## src/rtl/i2c_clock_divider_search_macros.svh

```systemverilog
// Assertion macros shared by the clock divider search design.
`ifndef I2C_CLOCK_DIVIDER_SEARCH_MACROS_SVH
`define I2C_CLOCK_DIVIDER_SEARCH_MACROS_SVH

// Same-cycle implication, sampled on clk and ignored while rst is high.
`define ICDS_ASSERT_IMP(lbl, ante, cons, msg) \
  lbl: assert property (@(posedge clk) disable iff (rst) (ante) |-> (cons)) \
    else $error(msg);

// Next-cycle implication, sampled on clk and ignored while rst is high.
`define ICDS_ASSERT_NXT(lbl, ante, cons, msg) \
  lbl: assert property (@(posedge clk) disable iff (rst) (ante) |=> (cons)) \
    else $error(msg);

`endif

```

## src/rtl/icds_pkg.sv

```systemverilog
// Shared constants, types and helper functions for the clock divider search.
package icds_pkg;

  localparam int CLK_W     = 30;
  localparam int TARGET_W  = 32;
  localparam int M_W       = 4;
  localparam int N_W       = 3;
  localparam int WORD_W    = M_W + N_W;
  localparam int DIVISOR_W = 8;
  localparam int NUM_M     = 2 ** M_W;

  localparam int DIV_STEP = 10;

  localparam logic [M_W-1:0]   M_LAST = M_W'(NUM_M - 1);
  localparam logic [N_W-1:0]   N_LAST = N_W'((2 ** N_W) - 1);
  localparam logic [M_W-1:0]   DEF_M  = M_W'(5);
  localparam logic [N_W-1:0]   DEF_N  = N_W'(0);
  localparam logic [CLK_W-1:0] SRC_CLK_RESET = CLK_W'(600000000);

  typedef struct packed {
    logic busy;
    logic done;
  } icds_div_stat_t;

  // First-stage divisor for a given m: ten times (m + 1).
  function automatic logic [DIVISOR_W-1:0] icds_divisor(input logic [M_W-1:0] m);
    return DIVISOR_W'(DIV_STEP * (int'(m) + 1));
  endfunction

endpackage

```

## src/rtl/i2c_clock_divider_search.sv

```systemverilog
// Top level of the two-wire bus clock divider search.
// One target rate in, one divider pair out. The block first divides the source clock by
// 10*(m+1) for all sixteen m values on a shared one-bit-per-cycle divider, then steps
// through the n-outer, m-inner pairs at one pair per cycle, taking the shifted quotient
// as the candidate rate, until an exact match or the last pair. Input is not taken
// during a search; a finished result waits in the output register, and the next input is
// accepted while it does. The configuration register is read throughout a search, so it
// should be written only while no search is in flight.
`include "i2c_clock_divider_search_macros.svh"

module i2c_clock_divider_search
  import icds_pkg::*;
(
  input  logic              clk,
  input  logic              rst,
  input  logic              s_tvalid,
  output logic              s_tready,
  input  logic [31:0]       s_tdata,   // target_rate_hz[31:0]
  output logic              m_tvalid,
  input  logic              m_tready,
  output logic [15:0]       m_tdata,   // divider_m[3:0], divider_n[6:4],
                                       // clock_control_word[13:7], zero[15:14]
  input  logic              cfg_valid,
  output logic              cfg_ready,
  input  logic [CLK_W-1:0]  cfg_data   // source_clock_hz[29:0]
);

  typedef enum logic [3:0] {
    ST_IDLE = 4'b0001,
    ST_DIV  = 4'b0010,
    ST_CMP  = 4'b0100,
    ST_FIN  = 4'b1000
  } state_t;

  state_t                state;
  logic [CLK_W-1:0]      source_clk;
  logic [TARGET_W-1:0]   target;
  logic [M_W-1:0]        m_idx;
  logic [N_W-1:0]        n_idx;
  logic [CLK_W-1:0]      quot_q [NUM_M];
  logic                  have;
  logic [TARGET_W-1:0]   best;
  logic [M_W-1:0]        best_m;
  logic [N_W-1:0]        best_n;
  logic [M_W-1:0]        res_m;
  logic [N_W-1:0]        res_n;

  logic                  in_xfer;
  logic                  div_start;
  logic [DIVISOR_W-1:0]  div_divisor;
  logic [CLK_W-1:0]      div_quotient;
  icds_div_stat_t        div_stat;

  logic [CLK_W-1:0]      freq;
  logic [TARGET_W:0]     diff;
  logic                  upd;
  logic                  hit;
  logic                  last_pair;
  logic                  out_free;

  assign cfg_ready = 1'b1;
  assign s_tready  = (state == ST_IDLE);
  assign in_xfer   = s_tvalid && s_tready;
  assign out_free  = !m_tvalid || m_tready;

  // Start the next quotient as soon as the previous one lands.
  assign div_start   = in_xfer ||
                       ((state == ST_DIV) && div_stat.done && (m_idx != M_LAST));
  assign div_divisor = in_xfer ? icds_divisor('0) : icds_divisor(m_idx + M_W'(1));

  icds_div #(
    .DIVIDEND_W (CLK_W),
    .DIVISOR_BW (DIVISOR_W)
  ) u_div (
    .clk      (clk),
    .rst      (rst),
    .start    (div_start),
    .dividend (source_clk),
    .divisor  (div_divisor),
    .quotient (div_quotient),
    .status   (div_stat)
  );

  // Dividing by 2^n after the first stage gives the same floor as the combined divisor.
  assign freq      = quot_q[m_idx] >> n_idx;
  assign diff      = {1'b0, target} - {{(TARGET_W - CLK_W + 1){1'b0}}, freq};
  assign upd       = !diff[TARGET_W] && (!have || (diff[TARGET_W-1:0] < best));
  assign hit       = upd && (diff[TARGET_W-1:0] == '0);
  assign last_pair = (m_idx == M_LAST) && (n_idx == N_LAST);

  always_ff @(posedge clk) begin
    if (rst) begin
      source_clk <= SRC_CLK_RESET;
    end else if (cfg_valid && cfg_ready) begin
      source_clk <= cfg_data;
    end
  end

  always_ff @(posedge clk) begin
    if (rst) begin
      m_tvalid <= 1'b0;
    end else if ((state == ST_FIN) && out_free) begin
      m_tvalid <= 1'b1;
    end else if (m_tready) begin
      m_tvalid <= 1'b0;
    end
  end

  always_ff @(posedge clk) begin
    if (rst) begin
      state    <= ST_IDLE;
      have     <= 1'b0;
    end else begin
      case (state)
        ST_IDLE: begin
          if (in_xfer) begin
            state <= ST_DIV;
            have  <= 1'b0;
          end
        end
        ST_DIV: begin
          if (div_stat.done && (m_idx == M_LAST)) begin
            state <= ST_CMP;
          end
        end
        ST_CMP: begin
          if (upd) begin
            have <= 1'b1;
          end
          if (hit || last_pair) begin
            state <= ST_FIN;
          end
        end
        ST_FIN: begin
          if (out_free) begin
            state    <= ST_IDLE;
          end
        end
        default: begin
          state <= ST_IDLE;
        end
      endcase
    end
  end

  always_ff @(posedge clk) begin
    case (state)
      ST_IDLE: begin
        if (in_xfer) begin
          target <= s_tdata;
          m_idx  <= '0;
          n_idx  <= '0;
          best   <= '0;
          best_m <= DEF_M;
          best_n <= DEF_N;
        end
      end
      ST_DIV: begin
        if (div_stat.done) begin
          quot_q[m_idx] <= div_quotient;
          m_idx         <= m_idx + M_W'(1);
        end
      end
      ST_CMP: begin
        if (upd) begin
          best   <= diff[TARGET_W-1:0];
          best_m <= m_idx;
          best_n <= n_idx;
        end
        m_idx <= m_idx + M_W'(1);
        if (m_idx == M_LAST) begin
          n_idx <= n_idx + N_W'(1);
        end
      end
      ST_FIN: begin
        if (out_free) begin
          res_m <= best_m;
          res_n <= best_n;
        end
      end
      default: begin
      end
    endcase
  end

  assign m_tdata = {{(16 - M_W - N_W - WORD_W){1'b0}}, res_m, res_n, res_n, res_m};

  `ICDS_ASSERT_IMP(a_busy_blocks_input, div_stat.busy, !s_tready, "input ready during division")
  `ICDS_ASSERT_IMP(a_done_only_in_div, div_stat.done, state == ST_DIV, "divider done outside division phase")
  `ICDS_ASSERT_NXT(a_accept_starts_div, in_xfer, div_stat.busy && (state == ST_DIV), "accepted item did not start division")
  `ICDS_ASSERT_IMP(a_cmp_divider_idle, state == ST_CMP, !div_stat.busy, "divider busy during compare phase")

endmodule

```

## src/rtl/icds_div.sv

```systemverilog
// Restoring serial divider: one quotient bit per clock cycle.
module icds_div
  import icds_pkg::*;
#(
  parameter int DIVIDEND_W = CLK_W,
  parameter int DIVISOR_BW = DIVISOR_W
) (
  input  logic                  clk,
  input  logic                  rst,
  input  logic                  start,
  input  logic [DIVIDEND_W-1:0] dividend,
  input  logic [DIVISOR_BW-1:0] divisor,
  output logic [DIVIDEND_W-1:0] quotient,
  output icds_div_stat_t        status
);

  localparam int CNT_W = (DIVIDEND_W > 1) ? $clog2(DIVIDEND_W) : 1;

  logic [DIVIDEND_W-1:0] quo;
  logic [DIVISOR_BW-1:0] rem;
  logic [DIVISOR_BW-1:0] dvs;
  logic [CNT_W-1:0]      cnt;
  logic                  busy;
  logic                  done;

  logic [DIVISOR_BW:0]   trial;
  logic [DIVISOR_BW:0]   diff;
  logic                  fits;

  // The shifted remainder is below twice the divisor, so one subtract decides the bit.
  assign trial = {rem, quo[DIVIDEND_W-1]};
  assign diff  = trial - {1'b0, dvs};
  assign fits  = (trial >= {1'b0, dvs});

  always_ff @(posedge clk) begin
    if (rst) begin
      busy <= 1'b0;
      done <= 1'b0;
    end else begin
      done <= busy && !start && (cnt == CNT_W'(DIVIDEND_W - 1));
      if (start) begin
        busy <= 1'b1;
      end else if (busy && (cnt == CNT_W'(DIVIDEND_W - 1))) begin
        busy <= 1'b0;
      end
    end
  end

  always_ff @(posedge clk) begin
    if (start) begin
      quo <= dividend;
      rem <= '0;
      dvs <= divisor;
      cnt <= '0;
    end else if (busy) begin
      quo <= {quo[DIVIDEND_W-2:0], fits};
      rem <= fits ? diff[DIVISOR_BW-1:0] : trial[DIVISOR_BW-1:0];
      cnt <= cnt + CNT_W'(1);
    end
  end

  assign quotient    = quo;
  assign status.busy = busy;
  assign status.done = done;

endmodule
```

## config.mk

```make
export PLATFORM = sky130hd
export DESIGN_NAME = i2c_clock_divider_search
export DESIGN_NICKNAME = d
export VERILOG_FILES = /design/src/rtl/icds_pkg.sv /design/src/rtl/i2c_clock_divider_search.sv /design/src/rtl/icds_div.sv
export VERILOG_INCLUDE_DIRS = /design/src /design/src/rtl
export SDC_FILE = /design/constraint.sdc
export NUM_CORES = 1
export LEC_CHECK = 0
export ABC_AREA = 1
export BUFFER_PORTS_ARGS = -buffer_cell sky130_fd_sc_hd__clkbuf_2
export CAP_MARGIN = 20
export CELL_PAD_IN_SITES_DETAIL_PLACEMENT = 2
export CELL_PAD_IN_SITES_GLOBAL_PLACEMENT = 2
export CORE_UTILIZATION = 42
export DETAILED_ROUTE_END_ITERATION = 7
export MAX_ROUTING_LAYER = met4
export PLACE_DENSITY_LB_ADDON = 0.1
export SLEW_MARGIN = 5
export SYNTH_ARGS = -nofsm -noshare
export SYNTH_HDL_FRONTEND = slang
export SYNTH_HIERARCHICAL = 1
export SYNTH_SLANG_ARGS = --single-unit
```

## constraint.sdc

```tcl
create_clock -name clk -period 5.78 [get_ports clk]
set_input_delay 1.156 -clock clk [delete_from_list [all_inputs] [get_ports clk]]
set_output_delay 1.156 -clock clk [all_outputs]
set_load 0.02 [all_outputs]
```

==> results of run 1 <==
==> final cells by class <==
cell class,count,area [µm²]
antenna,2,5.00
clock buffer,85,1910
clock inverter,48,574
fill,7125,34300
inverter,280,1080
multi-input combinational,1820,10700
sequential,658,19200
tap,950,1190
timing repair buffer,261,2390
timing repair inverter,3,36.3
==> cells in the final DEF, fill, tap and decap left out, types with 11 or more instances in the layout <==
master     instances
a21oi_1           35
buf_12            14
buf_16            12
buf_4            136
clkbuf_16         81
clkbuf_2          82
clkinv_1          19
clkinv_2          11
dfxtp_1           52
edfxtp_1         603
ha_1              60
ha_4              19
inv_1            258
inv_2             17
nand2_1          471
nand2_2           80
nand2_4           15
nand3_1          102
nand3_2           15
nand3b_1          11
nor2_1           382
nor2_2            19
nor2_4            24
o211ai_1          36
o21ai_0          248
o21ai_1           31
o21ai_2           30
o21ai_4           13
o221ai_1          88
o22ai_1           33
==> how the worst max path moves through the flow <==
| stage | endpoint | slack, ps | cells past startpoint |
|---|---|---|---|
| floorplan | best[0]$_SDFFCE_PN0P_ | 630 | 36 |
| global placement | best[1]$_SDFFCE_PN0P_ | -120 | 29 |
| detailed placement | best[0]$_SDFFCE_PN0P_ | -470 | 30 |
| CTS | best[20]$_SDFFCE_PN0P_ | -3 | 37 |
| global route | best[18]$_SDFFCE_PN0P_ | -420 | 32 |
| finish | best[25]$_SDFFCE_PN0P_ | -330 | 32 |
==> per-stage QoR <==
stage	setup WS (ps)	util	cells
finish	-334	0.520	4107
global placement	-123	0.455	3918
global route	-420	0.520	4106
detailed placement	-473	0.455	3918
CTS	-2.71	0.502	4072
floorplan	631	-	2907
==> routing by layer <==
layer,vias to the layer above,global-route usage,part of all wire
met2,1243,0.562,0.50
met5,-,-,0
met3,389,0.0417,0.065
li1,10500,-,-
met1,13000,0.402,0.38
met4,0,0.133,0.053
==> worst max-delay path, delay by kind of cell, from the launching register on <==
kind | cells | cell delay [ps]
simple gates | 14 | 1870
fa+ha+maj | 2 | 610
compound gates | 10 | 1910
flops | 1 | 400
buf+inv | 6 | 970
==> timing repair <==
| item | 4_1_cts | 5_1_grt |
|---|---|---|
| setup endpoints to repair | 43 | 43 |
| pin swaps | 24 | 88 |
| setup buffers | 12 | 27 |
| gates cloned | 9 | 8 |
| hold endpoints to repair | 0 | 0 |
| resized for setup | 134 | 250 |
==> power by group <==
group	switching [W]	internal, W
logic	0.00572	0.00307
registers	0.000520	0.00576
clock network	0.00223	0.00285
total	0.00848	0.0117
==> state kept, by name, summed over array words and instances (netlist names), 5 cells and up, named ones only <==
name and cells:
u_div/cnt 5, best 32, source_clk 30, u_div/rem 8, u_div/dvs 8, target 32
u_div/quotient 30, quot_q 480
==> results.json, run 1 <==
{
  "status": "complete, but fails checks",
  "violations": "negative setup slack",
  "cts_made_buffers": 74,
  "place.gp.congestion": 0.863,
  "placedInstanceArea_mm2": 0.0325,
  "die_area_mm2": 0.0732,
  "first_global_vias": 26700,
  "layout_setup_ws_ps": -334,
  "final.min_clock_period_ps": 6110,
  "via_per_inst": 6.12,
  "slew_headroom": 0.244,
  "antenna_left": 0,
  "power_w": 0.0202,
  "overflow": 0,
  "ctsLongestPathBuffers": 3,
  "min_to": "res_m[0]$_DFFE_PP_",
  "r2r_end": "best[25]$_SDFFCE_PN0P_",
  "cts-htree-levels": 3,
  "numPortBuffers": 82,
  "p_leak_nw": 14.3,
  "yosysWarnings": 6,
  "drtIter0Drc": 2629,
  "slew_violations": 0,
  "cap_violations": 0,
  "layout.nets": 3251,
  "period_share": 1.06,
  "grt_first_pass_wirelength_um": 175000,
  "firstDrtPassIters": 5,
  "ff2ff_path_depth": 32,
  "cts.hold.buffers_added": 0,
  "critPathLaunchType": "flop",
  "setup_tns_ps": -12100,
  "cts_tree": "done",
  "die_y_um": 270,
  "worst_path_most_repeated_cell": "nand2_1",
  "min-delay-start": "best_m[0]$_SDFFCE_PN1P_",
  "clkTransAtPathRegs_ps": 70,
  "slowest_stage": "dfxtp_4",
  "track_usage": 0.332,
  "r2r_slack_ps": -330,
  "root_buffer": "clkbuf_16",
  "syn_area_mm2": 0.0303,
  "powerDensity_mw_per_mm2": 543,
  "core_area_mm2": 0.0714,
  "worstHoldPathCells": 0,
  "end_kind": "flop",
  "crit_arrival_ps": 6460,
  "drive_gt1_frac": 0.210,
  "fmax_mhz": 164,
  "routedWlPerCell_um": 31.9,
  "rsz0062_at_grt": "true",
  "cpPeakStageDelay_ps": 400,
  "antenna_found_initial": 3,
  "drc": 0,
  "grt_start_max_net_pins": 46,
  "die-width_um": 270,
  "critPathRequiredTime_ps": 6130,
  "dp_hpwl_um": 71700,
  "setup_violations": 43,
  "clk_latency_ps": 660,
  "design_area_mm2": 0.0371,
  "criticalPathCategory": "flop to flop",
  "num_vias": 25100,
  "ir_worst_vdd_uv": 307,
  "cts.sink_count": 658,
  "start_util": 0.424,
  "routed_wirelength_um": 131000,
  "worstMarginPinSlew_ps": 1130,
  "row_count": 98,
  "skew_ps": 27.8,
  "syn-instance-count": 2905,
  "critPathMaxFanout": 30,
  "syn_area_per_cell_um2": 10.4,
  "area_growth_pct": 22.5,
  "hp-class": "flop to flop",
  "final-hold-violation-count": 0,
  "hold_ws_ps": 432,
  "num_io_pins": 86
}
(Power assumes the default switching activity.)
==> run 2: changes to the inputs <==
--- a/config.mk
+++ b/config.mk
@@ -6,12 +6,11 @@
 export SDC_FILE = /design/constraint.sdc
 export NUM_CORES = 1
 export LEC_CHECK = 0
-export ABC_AREA = 1
 export BUFFER_PORTS_ARGS = -buffer_cell sky130_fd_sc_hd__clkbuf_2
 export CAP_MARGIN = 20
 export CELL_PAD_IN_SITES_DETAIL_PLACEMENT = 2
 export CELL_PAD_IN_SITES_GLOBAL_PLACEMENT = 2
-export CORE_UTILIZATION = 42
+export CORE_UTILIZATION = 47
 export DETAILED_ROUTE_END_ITERATION = 7
 export MAX_ROUTING_LAYER = met4
 export PLACE_DENSITY_LB_ADDON = 0.1
==> results.json, run 2 <==
{
  "powerDensity_mw_per_mm2": 466,
  "core_area_mm2": 0.0608,
  "p_sw_w": 0.00595,
  "worstHoldPathCells": 0,
  "clk_latency_ps": 700,
  "min_to": "res_m[1]$_DFFE_PP_",
  "critPathLaunchType": "flop",
  "clkTransAtPathRegs_ps": 70,
  "worstMarginPinSlew_ps": 1120,
  "end_kind": "flop",
  "p_sw_frac": 0.351,
  "fmax_mhz": 138,
  "drive_gt1_frac": 0.399,
  "layout_commonest_cell": "edfxtp_1",
  "cts-htree-levels": 3,
  "clockPowerShare": 0.300,
  "cts_made_buffers": 73,
  "hp-class": "flop to flop",
  "r2r_slack_ps": -1450,
  "die-width_um": 251,
  "track_usage": 0.342,
  "grt_first_pass_wirelength_um": 148000,
  "die_y_um": 251,
  "p_leak_nw": 13.0,
  "drc": 0,
  "ir_worst_vdd_uv": 309,
  "slew_headroom": 0.253,
  "power_w": 0.0170,
  "via_per_inst": 6.60,
  "row_count": 90,
  "multi_input_area_mm2": 0.0104,
  "highest_layer": "met4",
  "pwr-share-seq": 0.349,
  "ctsLongestPathBuffers": 3,
  "routedWlPerCell_um": 39.5,
  "drtIter0Drc": 2152,
  "syn_area_mm2": 0.0291,
  "p_comb_frac": 0.351,
  "cts.sink_count": 658,
  "grt_start_max_net_pins": 40,
  "area_growth_pct": 25.0,
  "min-delay-start": "best_m[1]$_SDFFCE_PN0P_",
  "r2r_end": "state[3]$_SDFFE_PP0P_",
  "setup_violations": 42,
  "numPortBuffers": 82,
  "antenna_found_initial": 4,
  "layout_common_cells": "edfxtp_1 (603), buf_4 (241), mux4_2 (150)",
  "criticalPathCategory": "flop to flop",
  "largest_reg_flops": 480,
  "antenna_left": 0,
  "layout_setup_ws_ps": -1450,
  "final.min_clock_period_ps": 7230,
  "critPathMaxFanout": 7,
  "crit_arrival_ps": 7800,
  "syn_area_per_cell_um2": 16.4,
  "dr_wl_met2_um": 59000,
  "overflow": 0,
  "ff2ff_path_depth": 30,
  "pre_cts_ws_ps": -1200,
  "utilization": 0.598,
  "start_util": 0.479,
  "slew_violations": 0,
  "syn-instance-count": 1770,
  "layout.nets": 2290,
  "critPathRequiredTime_ps": 6350,
  "cts_tree": "done",
  "route.met3.wl_um": 8590,
  "routed_wirelength_um": 118000,
  "status": "complete, but fails checks",
  "final-hold-violation-count": 0,
  "die_area_mm2": 0.0629,
  "top_regs": "quot_q x480, best x32, target x32",
  "fill_cells": 5051,
  "root_buffer": "clkbuf_16",
  "cpPeakStageDelay_ps": 540,
  "first_global_vias": 20100,
  "place.gp.congestion": 0.823,
  "dp_hpwl_um": 57100,
  "period_share": 1.25,
  "violations": "negative setup slack",
  "cap_violations": 0,
  "firstDrtPassIters": 5,
  "skew_ps": 67.4,
  "regMostFlops": "quot_q",
  "rsz0062_at_grt": "true",
  "worst_path_most_repeated_cell": "buf_4",
  "regArea_mm2": 0.0192,
  "p_int_w": 0.0110,
  "num_io_pins": 86,
  "slowest_stage": "mux4_2",
  "num_vias": 19700,
  "met1Wirelength_um": 45300,
  "yosysWarnings": 6
}
-- run 2: layout make-up --
cell class,count,area share
repair buffers,369,0.0829
flip-flops and latches,658,0.528
diodes,2,0.000138
clock inverters,35,0.0109
multi-input cells,951,0.286
inverters,84,0.00867
well taps,782,0.0269
clock buffers,101,0.0562
-- run 2: power groups by stage --
stage | clock network, W | logic, W | registers [W]
final | 0.00509 | 0.00596 | 0.00592
after global routing | 0.00524 | 0.00618 | 0.00593
after CTS | 0.00490 | 0.00490 | 0.00588
after detailed placement | 0 | 0.00458 | 0.00597
after global placement | 0 | 0.00429 | 0.00592
after floorplan | 0 | 0.00266 | 0.00579
-- run 2: per-stage QoR --
stage | cell area [µm²] | std cells | hold WS, ps | TNS, ps
2_1_floorplan | 29400 | 1772 | 400 | -24.0
3_3_place_gp | 32200 | 2781 | 405 | -32250
3_5_place_dp | 32200 | 2781 | 406 | -49330
4_1_cts | 35200 | 2940 | 419 | -36370
5_1_grt | 36400 | 2980 | 429 | -53040
6_report | 36400 | 2982 | 418 | -45870
-- run 2: worst max path at each step --
stage	from	slack, ps	cells after the start	to
2_1_floorplan	flop	-20	23	have$_SDFFE_PP0P_
3_3_place_gp	flop	-780	28	state[3]$_SDFFE_PP0P_
3_5_place_dp	flop	-1200	28	state[3]$_SDFFE_PP0P_
4_1_cts	flop	-970	28	state[3]$_SDFFE_PP0P_
5_1_grt	flop	-1640	28	state[3]$_SDFFE_PP0P_
6_report	flop	-1450	30	state[3]$_SDFFE_PP0P_
-- run 2: worst max-delay path: cells and delay by family, from the launching register on --
kind / cells / cell delay (ps)
DFF: 1 / 450
muxes: 5 / 1850
AOI/OAI and AO/OA: 6 / 1030
buffers and inverters: 7 / 990
adders and majority gates: 2 / 610
and+or+nand+nor: 9 / 1940
xor gates and xnor gates: 1 / 230
-- run 2: repair_timing --
action / CTS / global route
pin swaps: 12 / 68
hold buffers: 0 / 0
buffers inserted: 17 / 36
endpoints found under the setup margin: 42 / 42
gates cloned: 6 / 7
gates resized for setup: 43 / 180
endpoints found under the hold margin: 0 / 0
-- run 2: routing by layer --
layer / GRT usage / vias to the layer above
li1: - / 7685
met1: 0.439 / 10600
met2: 0.566 / 1146
met3: 0.0531 / 302
met4: 0.101 / 0
met5: - / -
